<file path="config.mk">
export PLATFORM = sky130hd
export DESIGN_NAME = hsv_to_rgb_integer_top
export DESIGN_NICKNAME = d
export VERILOG_FILES = /design/src/rtl/hsv2rgb_pkg.sv /design/src/rtl/hsv2rgb_scale.sv /design/src/rtl/hsv2rgb_product.sv /design/src/rtl/hsv2rgb_divide.sv /design/src/rtl/hsv_to_rgb_integer_top.sv
export SDC_FILE = /design/constraint.sdc
export NUM_CORES = 1
export LEC_CHECK = 0
export ABC_CLOCK_PERIOD_IN_PS = 4900
export BUFFER_PORTS_ARGS = -buffer_cell sky130_fd_sc_hd__buf_2
export CORE_MARGIN = 5
export CORE_UTILIZATION = 55
export CTS_CLUSTER_SIZE = 16
export DETAILED_ROUTE_END_ITERATION = 7
export PLACE_DENSITY = 0.75
export SETUP_SLACK_MARGIN = 0.05
export SLEW_MARGIN = 20
export SYNTH_ARGS = -nofsm -noshare
export SYNTH_HDL_FRONTEND = slang
export SYNTH_SLANG_ARGS = --single-unit
</file>
<file path="constraint.sdc">
create_clock -name clk -period 4.9 [get_ports clk]
set_clock_uncertainty 0.1 [all_clocks]
set_input_delay 0.49 -clock clk [delete_from_list [all_inputs] [get_ports clk]]
set_output_delay 0.49 -clock clk [all_outputs]
set_load 0.02 [all_outputs]
</file>
<file path="src/rtl/hsv2rgb_pkg.sv">
package hsv2rgb_pkg;

    localparam int unsigned FULL_SCALE    = 8160;
    localparam int unsigned HALF_SCALE    = 4080;
    localparam int unsigned HUE_CYCLE     = 192;
    localparam int unsigned SEXTANT_STEPS = 32;

    localparam int unsigned BYTE_W  = 8;
    localparam int unsigned SCALE_W = 13;   // 0..8160
    localparam int unsigned NUM_W   = 21;   // up to 255*8160 + 4080
    localparam int unsigned QUOT_W  = 16;   // NUM_W - 5, after dividing by 32

    typedef enum logic [2:0] {
        SEXTANT_RY = 3'd0,
        SEXTANT_YG = 3'd1,
        SEXTANT_GC = 3'd2,
        SEXTANT_CB = 3'd3,
        SEXTANT_BM = 3'd4,
        SEXTANT_MR = 3'd5
    } sextant_t;

    typedef struct packed {
        sextant_t                   sextant;
        logic [BYTE_W-1:0]          value;
        logic [SCALE_W-1:0]         scale_lo;
        logic [SCALE_W-1:0]         scale_fall;
        logic [SCALE_W-1:0]         scale_rise;
    } scale_beat_t;

    typedef struct packed {
        sextant_t                   sextant;
        logic [BYTE_W-1:0]          value;
        logic [NUM_W-1:0]           num_lo;
        logic [NUM_W-1:0]           num_fall;
        logic [NUM_W-1:0]           num_rise;
    } product_beat_t;

    typedef struct packed {
        sextant_t                   sextant;
        logic [BYTE_W-1:0]          value;
        logic [QUOT_W-1:0]          m_lo;
        logic [QUOT_W-1:0]          m_fall;
        logic [QUOT_W-1:0]          m_rise;
        logic [BYTE_W-1:0]          q_lo;
        logic [BYTE_W-1:0]          q_fall;
        logic [BYTE_W-1:0]          q_rise;
    } estimate_beat_t;

    typedef struct packed {
        logic [BYTE_W-1:0]          blue;
        logic [BYTE_W-1:0]          green;
        logic [BYTE_W-1:0]          red;
    } rgb_beat_t;

endpackage

</file>
<file path="src/rtl/hsv2rgb_scale.sv">
module hsv2rgb_scale (
    input  logic                      clk,
    input  logic                      rst_n,
    input  logic                      in_valid,
    output logic                      in_ready,
    input  logic [7:0]                hue,
    input  logic [7:0]                saturation,
    input  logic [7:0]                brightness,
    output logic                      out_valid,
    input  logic                      out_ready,
    output hsv2rgb_pkg::scale_beat_t  out_beat
);

    logic                     valid_reg;
    hsv2rgb_pkg::scale_beat_t beat_reg;
    hsv2rgb_pkg::scale_beat_t beat_next;

    logic [7:0]  hue_wrapped;
    logic [4:0]  frac;
    logic [5:0]  frac_rise;
    logic [12:0] s_lo;
    logic [12:0] s_fall;
    logic [12:0] s_rise;

    assign in_ready = !valid_reg || out_ready;

    always_comb
    begin
        hue_wrapped = (hue >= 8'(hsv2rgb_pkg::HUE_CYCLE))
                    ? hue - 8'(hsv2rgb_pkg::HUE_CYCLE) : hue;
        frac      = hue_wrapped[4:0];
        frac_rise = 6'(hsv2rgb_pkg::SEXTANT_STEPS) - {1'b0, frac};
        s_lo      = {saturation, 5'd0};
        s_fall    = 13'(saturation * frac);
        s_rise    = 13'(saturation * frac_rise);

        beat_next.sextant    = hsv2rgb_pkg::sextant_t'(hue_wrapped[7:5]);
        beat_next.value      = brightness;
        beat_next.scale_lo   = 13'(hsv2rgb_pkg::FULL_SCALE) - s_lo;
        beat_next.scale_fall = 13'(hsv2rgb_pkg::FULL_SCALE) - s_fall;
        beat_next.scale_rise = 13'(hsv2rgb_pkg::FULL_SCALE) - s_rise;
    end

    always_ff @(posedge clk or negedge rst_n)
    begin
        if (!rst_n)
        begin
            valid_reg <= 1'b0;
        end
        else if (in_ready)
        begin
            valid_reg <= in_valid;
        end
    end

    always_ff @(posedge clk)
    begin
        if (in_ready && in_valid)
        begin
            beat_reg <= beat_next;
        end
    end

    assign out_valid = valid_reg;
    assign out_beat  = beat_reg;

endmodule

</file>
<file path="src/rtl/hsv2rgb_product.sv">
module hsv2rgb_product (
    input  logic                        clk,
    input  logic                        rst_n,
    input  logic                        in_valid,
    output logic                        in_ready,
    input  hsv2rgb_pkg::scale_beat_t    in_beat,
    output logic                        out_valid,
    input  logic                        out_ready,
    output hsv2rgb_pkg::product_beat_t  out_beat
);

    logic                       valid_reg;
    hsv2rgb_pkg::product_beat_t beat_reg;
    hsv2rgb_pkg::product_beat_t beat_next;

    assign in_ready = !valid_reg || out_ready;

    // v * scale + half scale, ready for the rounding divide
    always_comb
    begin
        beat_next.sextant  = in_beat.sextant;
        beat_next.value    = in_beat.value;
        beat_next.num_lo   = 21'(in_beat.value * in_beat.scale_lo)
                           + 21'(hsv2rgb_pkg::HALF_SCALE);
        beat_next.num_fall = 21'(in_beat.value * in_beat.scale_fall)
                           + 21'(hsv2rgb_pkg::HALF_SCALE);
        beat_next.num_rise = 21'(in_beat.value * in_beat.scale_rise)
                           + 21'(hsv2rgb_pkg::HALF_SCALE);
    end

    always_ff @(posedge clk or negedge rst_n)
    begin
        if (!rst_n)
        begin
            valid_reg <= 1'b0;
        end
        else if (in_ready)
        begin
            valid_reg <= in_valid;
        end
    end

    always_ff @(posedge clk)
    begin
        if (in_ready && in_valid)
        begin
            beat_reg <= beat_next;
        end
    end

    assign out_valid = valid_reg;
    assign out_beat  = beat_reg;

endmodule

</file>
<file path="src/rtl/hsv2rgb_divide.sv">
module hsv2rgb_divide (
    input  logic                        clk,
    input  logic                        rst_n,
    input  logic                        in_valid,
    output logic                        in_ready,
    input  hsv2rgb_pkg::product_beat_t  in_beat,
    output logic                        out_valid,
    input  logic                        out_ready,
    output hsv2rgb_pkg::rgb_beat_t      out_beat
);

    // n / 8160 == (n >> 5) / 255; the quotient by 255 is estimated as
    // (m * 257) >> 16, which is exact or one low, then corrected.

    logic                        est_valid_reg;
    logic                        est_ready;
    hsv2rgb_pkg::estimate_beat_t est_reg;
    hsv2rgb_pkg::estimate_beat_t est_next;

    logic                        rgb_valid_reg;
    hsv2rgb_pkg::rgb_beat_t      rgb_reg;
    hsv2rgb_pkg::rgb_beat_t      rgb_next;

    logic [7:0] lvl_lo;
    logic [7:0] lvl_fall;
    logic [7:0] lvl_rise;

    function automatic logic [7:0] estimate(input logic [15:0] m);
        logic [24:0] prod;
        prod = {9'd0, m} + {1'b0, m, 8'd0};
        return prod[23:16];
    endfunction

    function automatic logic [7:0] correct(input logic [15:0] m, input logic [7:0] q);
        logic [16:0] rem;
        rem = {1'b0, m} - ({1'b0, q, 8'd0} - {9'd0, q});
        return (rem >= 17'd255) ? q + 8'd1 : q;
    endfunction

    assign in_ready  = !est_valid_reg || est_ready;
    assign est_ready = !rgb_valid_reg || out_ready;

    always_comb
    begin
        est_next.sextant = in_beat.sextant;
        est_next.value   = in_beat.value;
        est_next.m_lo    = in_beat.num_lo[20:5];
        est_next.m_fall  = in_beat.num_fall[20:5];
        est_next.m_rise  = in_beat.num_rise[20:5];
        est_next.q_lo    = estimate(in_beat.num_lo[20:5]);
        est_next.q_fall  = estimate(in_beat.num_fall[20:5]);
        est_next.q_rise  = estimate(in_beat.num_rise[20:5]);
    end

    always_comb
    begin
        lvl_lo   = correct(est_reg.m_lo, est_reg.q_lo);
        lvl_fall = correct(est_reg.m_fall, est_reg.q_fall);
        lvl_rise = correct(est_reg.m_rise, est_reg.q_rise);

        unique case (est_reg.sextant)
            hsv2rgb_pkg::SEXTANT_RY:
            begin
                rgb_next.red   = est_reg.value;
                rgb_next.green = lvl_rise;
                rgb_next.blue  = lvl_lo;
            end
            hsv2rgb_pkg::SEXTANT_YG:
            begin
                rgb_next.red   = lvl_fall;
                rgb_next.green = est_reg.value;
                rgb_next.blue  = lvl_lo;
            end
            hsv2rgb_pkg::SEXTANT_GC:
            begin
                rgb_next.red   = lvl_lo;
                rgb_next.green = est_reg.value;
                rgb_next.blue  = lvl_rise;
            end
            hsv2rgb_pkg::SEXTANT_CB:
            begin
                rgb_next.red   = lvl_lo;
                rgb_next.green = lvl_fall;
                rgb_next.blue  = est_reg.value;
            end
            hsv2rgb_pkg::SEXTANT_BM:
            begin
                rgb_next.red   = lvl_rise;
                rgb_next.green = lvl_lo;
                rgb_next.blue  = est_reg.value;
            end
            default:
            begin
                rgb_next.red   = est_reg.value;
                rgb_next.green = lvl_lo;
                rgb_next.blue  = lvl_fall;
            end
        endcase
    end

    always_ff @(posedge clk or negedge rst_n)
    begin
        if (!rst_n)
        begin
            est_valid_reg <= 1'b0;
            rgb_valid_reg <= 1'b0;
        end
        else
        begin
            if (in_ready)
            begin
                est_valid_reg <= in_valid;
            end
            if (est_ready)
            begin
                rgb_valid_reg <= est_valid_reg;
            end
        end
    end

    always_ff @(posedge clk)
    begin
        if (in_ready && in_valid)
        begin
            est_reg <= est_next;
        end
        if (est_ready && est_valid_reg)
        begin
            rgb_reg <= rgb_next;
        end
    end

    assign out_valid = rgb_valid_reg;
    assign out_beat  = rgb_reg;

endmodule

</file>
<file path="src/rtl/hsv_to_rgb_integer_top.sv">
// HSV to RGB conversion, four register stages: sextant and scales, products,
// quotient estimate, correction with channel routing.
// Throughput: one beat per cycle; stages hold under backpressure, bubbles collapse.
// Reset (rst_n, async, active low) clears all stage valid bits; data is not reset.
module hsv_to_rgb_integer_top (
    input  logic        clk,
    input  logic        rst_n,
    input  logic        s_axis_tvalid,
    output logic        s_axis_tready,
    input  logic [23:0] s_axis_tdata,   // hue[7:0], saturation[15:8], brightness[23:16]
    output logic        m_axis_tvalid,
    input  logic        m_axis_tready,
    output logic [23:0] m_axis_tdata    // red[7:0], green[15:8], blue[23:16]
);

    logic                       scale_valid;
    logic                       scale_ready;
    hsv2rgb_pkg::scale_beat_t   scale_beat;
    logic                       prod_valid;
    logic                       prod_ready;
    hsv2rgb_pkg::product_beat_t prod_beat;
    hsv2rgb_pkg::rgb_beat_t     rgb_beat;

    hsv2rgb_scale u_scale (
        .clk        (clk),
        .rst_n      (rst_n),
        .in_valid   (s_axis_tvalid),
        .in_ready   (s_axis_tready),
        .hue        (s_axis_tdata[7:0]),
        .saturation (s_axis_tdata[15:8]),
        .brightness (s_axis_tdata[23:16]),
        .out_valid  (scale_valid),
        .out_ready  (scale_ready),
        .out_beat   (scale_beat)
    );

    hsv2rgb_product u_product (
        .clk       (clk),
        .rst_n     (rst_n),
        .in_valid  (scale_valid),
        .in_ready  (scale_ready),
        .in_beat   (scale_beat),
        .out_valid (prod_valid),
        .out_ready (prod_ready),
        .out_beat  (prod_beat)
    );

    hsv2rgb_divide u_divide (
        .clk       (clk),
        .rst_n     (rst_n),
        .in_valid  (prod_valid),
        .in_ready  (prod_ready),
        .in_beat   (prod_beat),
        .out_valid (m_axis_tvalid),
        .out_ready (m_axis_tready),
        .out_beat  (rgb_beat)
    );

    assign m_axis_tdata = {rgb_beat.blue, rgb_beat.green, rgb_beat.red};

endmodule

</file>
# Yosys cells after proc, flatten, opt, wreduce, memory -nomap -nowiden
# Cells that the tools add are included.
# Widths: inputs -> output; s select.
[totals] ff_bits=235 inputBits=28 out_inout_bits=26 elab_cells=76
[classes] n_addsub=20 mul=5 n_lt_le_gt_ge=4 eq_ne=4 mux=5 n_reduce_logical=13
[op_table] op="$pmux 24 s5" n=1
[op_table] op="$add 16x24->24" n=3
[op_table] op="$add 21x12->21 const B" n=3
[op_table] op="$mul 8x13->21" n=3
[op_table] op="$ge 17x8->1 const B" n=3
[op_table] op="$sub 16x17->17" n=3
[op_table] op="$sub 16x8->17" n=3
[op_table] op="$sub 13x13->13 const A" n=3
[op_table] op="$mux 8" n=4
[op_table] op="$add 8x1->8 const B" n=3
[op_table] op="$mul 8x5->13" n=1
[op_table] op="$mul 8x6->13" n=1
[op_table] op="$ge 8x8->1 const B" n=1
[op_table] op="$sub 8x8->8 const B" n=1
[op_table] op="$eq 3x2->1 const B" n=2
[op_table] op="$sub 6x5->6 const A" n=1
[op_table] op="$logic_and 1x1->1" n=4
[op_table] op="$logic_not 1->1" n=4
[op_table] op="$logic_or 1x1->1" n=4
[op_table] op="$eq 3x1->1 const B" n=1
[op_table] op="$eq 3x3->1 const B" n=1
[op_table] op="$logic_not 3->1" n=1

# Depth between registers and ports, before layout
# Gate-level depths: netlist (run 1).
[depth] ltp_word=6 ltp_mapped=23 ltp_nobuf=22

# Hierarchy
# Synthesis (run 1) repeated with hierarchy kept, for this count alone.
[hier_totals] hier_cells=2650 area_unflattened_um2=25929.9
[modules_own_cells] module="hsv2rgb_product" n_inst=1 cells_each=1287 area_each_um2=12419.4 seq_area_each_um2=2247.2
[modules_own_cells] module="hsv2rgb_divide" n_inst=1 cells_each=921 area_each_um2=9029.9 seq_area_each_um2=3263.1
[modules_own_cells] module="hsv2rgb_scale" n_inst=1 cells_each=442 area_each_um2=4480.5 seq_area_each_um2=1346.3

# Worst setup path after synthesis (run 1)
# OpenSTA, ideal clock, no wires.
[synth_path] kind="input-to-reg" startpoint="in s_axis_tdata[0]" endpoint="reg u_scale.beat_reg, in the netlist u_scale.out_beat[12] (data pin)" setup_time_ps=260 arrival_ps=5082 t_required_ps=4540 slack_ps=-542 stages=21 n_path_buf=2 cell_sequence="clkbuf_1 -> or3_1 -> clkbuf_1 -> xor2_1 -> nand2_1 -> fa_1 -> fa_1 -> inv_1 -> fa_1 -> fa_1 -> inv_1 -> ha_1 -> a21oi_1 -> o21bai_1 -> a21oi_1 -> nor2b_1 -> o21a_1 -> o21ai_0 -> nand2b_1 -> a21oi_1 -> xnor2_1"
[synth_rtl] item="from (decl)" line_no="hsv_to_rgb_integer_top.sv:10" source="input logic [23:0] s_axis_tdata,"
[synth_rtl] item="to (signal assigned)" line_no="hsv2rgb_scale.sv:60" source="beat_reg <= beat_next;"
[synth_rtl] item="to (decl)" line_no="hsv2rgb_scale.sv:15" source="hsv2rgb_pkg::scale_beat_t beat_reg;"

==> results of run 1 <==
[per-layer routing]
metal / global-route usage, % / vias to the layer above
met4: 7.25 / 0
met2: 37.5 / 514
met1: 29.4 / 8509
met5: 0 / -
met3: 2.26 / 108
li1: - / 8347
[Yosys cell counts, types with 17 or more instances]
master,instances
and2_1,144
o21ai_0,57
nand3_1,38
edfxtp_1,210
ha_1,295
inv_1,419
nand2_1,263
nor2_1,80
nand2b_1,20
clkbuf_1,61
fa_1,223
a21oi_1,91
xor2_1,23
a21o_1,28
xnor2_1,90
nor3_1,32
nor2b_1,17
and3_1,18
[cells by family after synthesis]
group	count (synthesis)	synth area share, %
buffers and inverters	488	7.86
muxes	13	0.572
adders and majority gates	518	34.8
xor gates and xnor gates	114	4.30
AOI/OAI and AO/OA	347	10.4
DFF	214	27.4
and+or+nand+nor	690	14.7
[how the worst min path moves through the flow]
stage,slack (ns),endpoint,from
3_5_place_dp,0.20,u_divide.out_valid$_DFFE_PN0P_,rst_n
4_1_cts,0.01,u_scale.out_beat[46]$_DFFE_PP_,s_axis_tdata[23]
2_1_floorplan,0.09,u_divide.est_valid_reg$_DFFE_PN0P_,rst_n
5_1_grt,0.03,u_scale.out_beat[46]$_DFFE_PP_,s_axis_tdata[23]
6_report,0.04,u_scale.out_beat[46]$_DFFE_PP_,s_axis_tdata[23]
3_3_place_gp,0.20,u_scale.out_valid$_DFFE_PN0N_,rst_n
[worst max-delay path, cell delays in order (launching register included)]
cell and delay (ns):
edfxtp_1 0.44, buf_12 0.17, nand2_4 0.06, fa_1 0.55, inv_2 0.04, fa_1 0.47, inv_1 0.05, fa_1 0.52
fa_1 0.46, buf_6 0.14, fa_2 0.40, nor2b_2 0.14, o21ai_2 0.09, a21boi_2 0.19, o21ai_2 0.09, a21boi_2 0.20
o2111ai_2 0.15, nand3_2 0.14, a31o_2 0.19, a21oi_2 0.07, xnor2_1 0.12
[per-stage QoR]
stage	util (%)	worst slack [ns]
2_1_floorplan	-	-0.0796
3_3_place_gp	59.9	-0.0882
3_5_place_dp	59.9	-0.184
4_1_cts	62.5	-0.127
5_1_grt	63.5	-0.316
6_report	63.5	-0.155
[layout make-up]
cell class / instances / area, sq um
multi-input combinational: 1682 / 15700
timing repair buffer: 216 / 1650
inverter: 420 / 1580
clock inverter: 15 / 108
sequential: 214 / 6410
clock buffer: 28 / 616
tap: 539 / 674
fill: 3282 / 15300
[repair_timing]
item | in CTS | in global routing
gates resized for setup | 24 | 66
cloned | 2 | 1
endpoints found under the setup margin | 14 | 24
endpoints found under the hold margin | 4 | 0
hold buffers | 1 | 0
pin swaps | 21 | 60
buffers inserted | 29 | 16
==> out/qor.csv, run 1 <==
stage,metric,value,unit
outcome,outcome,finished with violations,
outcome,failed_checks,setup timing,
sta,hold_violations,0,
final_layout,num_antenna_cells,0,
routing,routed_wl,51600,microns
routing,wl_per_cell,16.6,microns
floorplan,fp.dieH,216,microns
routing,drt_pass1_iterations,6,
cts,cts_max_path_buffers,3,
floorplan,die_w,216,microns
cts,cts_tree,built,
place,gp_congestion,0.885,
final_layout,layout_commonest_cell,inv_1,
routing,wl_met1,22100,microns
setup_path,end_kind,register,
final_layout,instances_no_fill,3114,
cts,clk-insertion-delay-late,0.55,ns
routing,ant_nets,0,
sta,maxSlewHeadroom,50.6,%
sta,worst_slew_pin_slew,0.741,ns
setup_path,crit_type,reg -> reg,
yosys,async_reset_ff_share,1.87,%
routing,dr_wl_met2,25200,microns
floorplan,core_area,42000,sq um
sta,min_period_over_period,103,%
yosys,syn_nets,2930,
place,io_buffers,53,
final_layout,num-nets-final,3104,
yosys,synth_area,23400,sq um
sta,setup_ws,-0.155,ns
cts,cts.sinks,214,
grt,antenna_found_initial,0,
min_path,hp-class,in -> reg,
grt,grt_pass1_wl,86500,microns
routing,via_count,17478,
min_path,hold_depth,1,
setup_path,startpoint,u_scale.out_beat[41]$_DFFE_PP_,
grt,overflow,0,
sta,slew_violations,0,
yosys,synth-seq-area-share,27.4,%
yosys,yosys-top-cells-area,"edfxtp_1, fa_1, ha_1",
floorplan,io_pins,54,
floorplan,rows,75,
final_layout,area_growth,14.0,%
sta,finalCriticalPeriod,5.06,ns
setup_path,cp.required,5.08,ns
yosys,ys.flop_type,edfxtp_1,
routing,via_per_inst,5.61,
yosys,netlist.top_cell.by_area,edfxtp_1,
sta,tns,-0.740,ns
final_layout,largest_register_ffs,83,
setup_path,reg2regPathDepth,20,
run,cap_violations,0,
place,dp_hpwl,39600,microns
setup_path,r2r_end,u_product.out_beat[18]$_DFFE_PP_,
sta,max_clock_freq,0.198,GHz
sta,holdWs,0.0417,ns
grt,grt_max_degree,60,
final_layout,final_cell_mix,"inv_1, ha_1, nand2_1",
yosys,synth_top_area_share,26.9,%
floorplan,die-area,46800,sq um
setup_path,r2r_start,u_scale.out_beat[41]$_DFFE_PP_,
yosys,synth_cells,2384,
yosys,yosysUniqueCellTypes,84,
grt,grt_util_all_layers,21.9,%
setup_path,worstSetupStartpointType,register,
routing,met3_wirelength,2570,microns
cts,path_clk_slew,0.06,ns
sta,rsz0062_at_grt,true,
cts,cts_max_level,1,
cts,clockRootBuffer,clkbuf_16,
grt,grt_pass1_vias,17904,
setup_path,r2r_slack,-0.16,ns
routing,routed.top_layer,met4,
yosys,synth_edf_count,210,
place,dp_cells,3029,
routing,drcViolationCount,0,
yosys,yosys_warnings,0,
floorplan,start_util,55.7,%
final_layout,drive_gt1_share,14.6,%
place,placed_area,25200,sq um
setup_path,path_max_fanout,7,
yosys,avgSynthCellArea,9.82,sq um
setup_path,setup.worst_path.end,u_product.out_beat[18]$_DFFE_PP_,
yosys,synth.ff_latch_count,214,
setup_path,cp.arrival,5.24,ns
cts,cts_buffers,24,
routing,drtIter0Drc,1073,
sta,setup_viol,9,
final_layout,final_area,26700,sq um
Power of run 1 is left out: the tool's default activity adds up to more than one toggle a clock period on the data nets, which glitch-free logic cannot reach.
==> run 2, diff against run 1 <==
--- a/config.mk
+++ b/config.mk
@@ -7,11 +7,13 @@
 export LEC_CHECK = 0
 export ABC_CLOCK_PERIOD_IN_PS = 4900
 export BUFFER_PORTS_ARGS = -buffer_cell sky130_fd_sc_hd__buf_2
+export CELL_PAD_IN_SITES_DETAIL_PLACEMENT = 1
+export CELL_PAD_IN_SITES_GLOBAL_PLACEMENT = 1
 export CORE_MARGIN = 5
-export CORE_UTILIZATION = 55
+export CORE_UTILIZATION = 47
 export CTS_CLUSTER_SIZE = 16
 export DETAILED_ROUTE_END_ITERATION = 7
-export PLACE_DENSITY = 0.75
+export PLACE_DENSITY = 0.8
 export SETUP_SLACK_MARGIN = 0.05
 export SLEW_MARGIN = 20
 export SYNTH_ARGS = -nofsm -noshare
==> run 2 against run 1 <==
The run still ends with setup timing left. Critical path depth is 1 higher. Hold slack worse by 0.028 ns. Count of clock-buffer cells in the layout is 2 higher. Die area is 16% higher. Setup slack worse by 0.43 ns. Maximum frequency is 7.8% lower. Final area is 2.5% higher. Global-route usage is 3.7 points higher. Final cell count is 4.5% higher. Sequential share of layout area is 0.59 points lower. Non-clock buffer count is 16 higher.
==> out/qor.csv, run 2 (synthesis gave the netlist of run 1 again) <==
stage,metric,value,unit
outcome,outcome,finished with violations,
outcome,failed_checks,setup timing,
floorplan,rows,81,
cts,path_clk_slew,0.07,ns
final_layout,final_area,27400,sq um
cts,cts_buffers,24,
setup_path,cp_num_cells,21,
run,cap_violations,0,
cts,cts_tree,built,
floorplan,start_util,47.6,%
routing,ant_nets,0,
setup_path,startpoint,u_scale.out_beat[39]$_DFFE_PP_,
setup_path,cp.buffers_inverters,4,
floorplan,fp.dieH,233,microns
setup_path,crit_type,reg -> reg,
setup_path,worstSetupStartpointType,register,
routing,drcViolationCount,0,
sta,slew_violations,0,
final_layout,fill_cells,5396,
setup_path,crit_chain,buf_6 -> buf_4 -> nand2_1 -> fa_1 -> inv_1 -> fa_1 -> ha_1 -> inv_1 -> fa_1 -> or2_4 -> fa_2 -> nor2b_4 -> o21ai_2 -> a21boi_2 -> o21ai_2 -> a21boi_2 -> o2111ai_2 -> a31oi_2 -> a21o_1 -> a21oi_2 -> xnor2_1,
grt,grt_pass1_vias,20819,
setup_path,cp_top_family,adder cells,
place,dp_hpwl,50700,microns
setup_path,reg2regPathDepth,21,
sta,maxSlewHeadroom,35.4,%
grt,overflow,0,
sta,max_clock_freq,0.182,GHz
setup_path,cp_slowest_cell,fa_1,
setup_path,slowest_delay,0.53,ns
grt,grt_pass1_wl,112000,microns
final_layout,drive_gt1_share,16.9,%
sta,worst_slew_pin_slew,0.969,ns
grt,antenna_found_initial,0,
sta,setup_viol,22,
routing,via_per_inst,5.85,
sta,setup_ws,-0.581,ns
cts,cts_max_level,1,
min_path,worstHoldStart,s_axis_tdata[22],
cts,cts.sinks,214,
sta,holdWs,0.0134,ns
routing,drt_pass1_iterations,5,
setup_path,cp.arrival,5.69,ns
place,gp_congestion,0.874,
final_layout,largest_register_ffs,83,
setup_path,cpMostUsedCell,fa_1,
routing,via_count,19048,
floorplan,die-area,54400,sq um
final_layout,num-nets-final,3120,
final_layout,layout_commonest_cell,inv_1,
final_layout,area_growth,16.9,%
floorplan,io_pins,54,
sta,hold_violations,0,
floorplan,core_area,49200,sq um
place,placed_area,25400,sq um
floorplan,die_w,233,microns
min_path,hold_depth,1,
setup_path,r2r_start,u_scale.out_beat[39]$_DFFE_PP_,
sta,rsz0062_at_grt,true,
sta,finalCriticalPeriod,5.48,ns
sta,tns,-7.22,ns
cts,clk-insertion-delay-late,0.58,ns
routing,drtIter0Drc,1477,
routing,routed_wl,77000,microns
min_path,hp-class,in -> reg,
setup_path,path_max_fanout,6,
cts,clockRootBuffer,clkbuf_16,
final_layout,num_antenna_cells,0,
cts,cts_max_path_buffers,3,
setup_path,r2r_slack,-0.58,ns
place,io_buffers,53,
setup_path,cp.required,5.11,ns
grt,grt_max_degree,55,
routing,wl_per_cell,23.7,microns
sta,min_period_over_period,112,%
setup_path,end_kind,register,
grt,grt_util_all_layers,25.6,%
final_layout,final_cell_mix,"inv_1, ha_1, nand2_1",
run 2: cell types whose count changed in the layout (fill, tap and decap cells not counted), sizes merged:
cell | previous run | this run
clkbuf | 29 | 30
bufbuf | 1 | 0
bufinv | 0 | 3
inv | 422 | 420
buf | 213 | 231
clkinv | 12 | 9
run 2: final timing paths:
check                                                     end
max in group asynchronous       u_scale.out_valid$_DFFE_PN0N_
hold reg to reg              u_product.out_beat[71]$_DFFE_PP_
setup / recovery             u_product.out_beat[39]$_DFFE_PP_
setup reg to reg             u_product.out_beat[39]$_DFFE_PP_
hold / removal                 u_scale.out_beat[45]$_DFFE_PP_
min in group asynchronous  u_divide.est_valid_reg$_DFFE_PN0P_
run 2: cell type report:
class | instances | area [sq um] | share of cell area, %
multi-input cells | 1682 | 15900 | 58.1
flip-flops and latches | 214 | 6410 | 23.4
repair buffers | 232 | 1830 | 6.69
inverters | 420 | 1580 | 5.79
well taps | 664 | 831 | 3.04
clock buffers | 30 | 663 | 2.42
clock inverters | 13 | 163 | 0.594
run 2: worst register-to-register path, stage by stage (launching register included):
cell       delay (ns)
edfxtp_1         0.47
buf_6            0.16
buf_4            0.15
nand2_1          0.09
fa_1             0.53
inv_1            0.07
fa_1             0.49
ha_1             0.30
inv_1            0.05
fa_1             0.47
or2_4            0.28
fa_2             0.40
nor2b_4          0.15
o21ai_2          0.08
a21boi_2         0.17
o21ai_2          0.11
a21boi_2         0.21
o2111ai_2        0.21
a31oi_2          0.32
a21o_1           0.20
a21oi_2          0.08
xnor2_1          0.15
run 2: per-layer routing:
layer	share of wire, %	vias up	GRT usage [%]
met4	5.4	0	9.84
met3	5.1	273	2.76
li1	-	8348	-
met5	0	-	0
met1	38	9681	31.3
met2	51	746	46.5
run 2: what timing repair did:
item                       CTS  global route
setup endpoints to repair   20            32
gates cloned                 3             0
hold buffers                 1             0
hold endpoints to repair     4             0
pin swaps                   76            86
gates resized for setup     90            77
setup buffers               27            35
run 2: stage by stage:
stage               utilization [%]  setup slack (ns)  std cells
floorplan                         -           -0.0796       2384
CTS                            54.6            -0.273       3225
finish                         55.7            -0.581       3255
detailed placement             51.6            -0.474       3153
global placement               51.6            -0.145       3153
global route                   55.7            -0.746       3255
Power of run 2 is left out for the same reason.
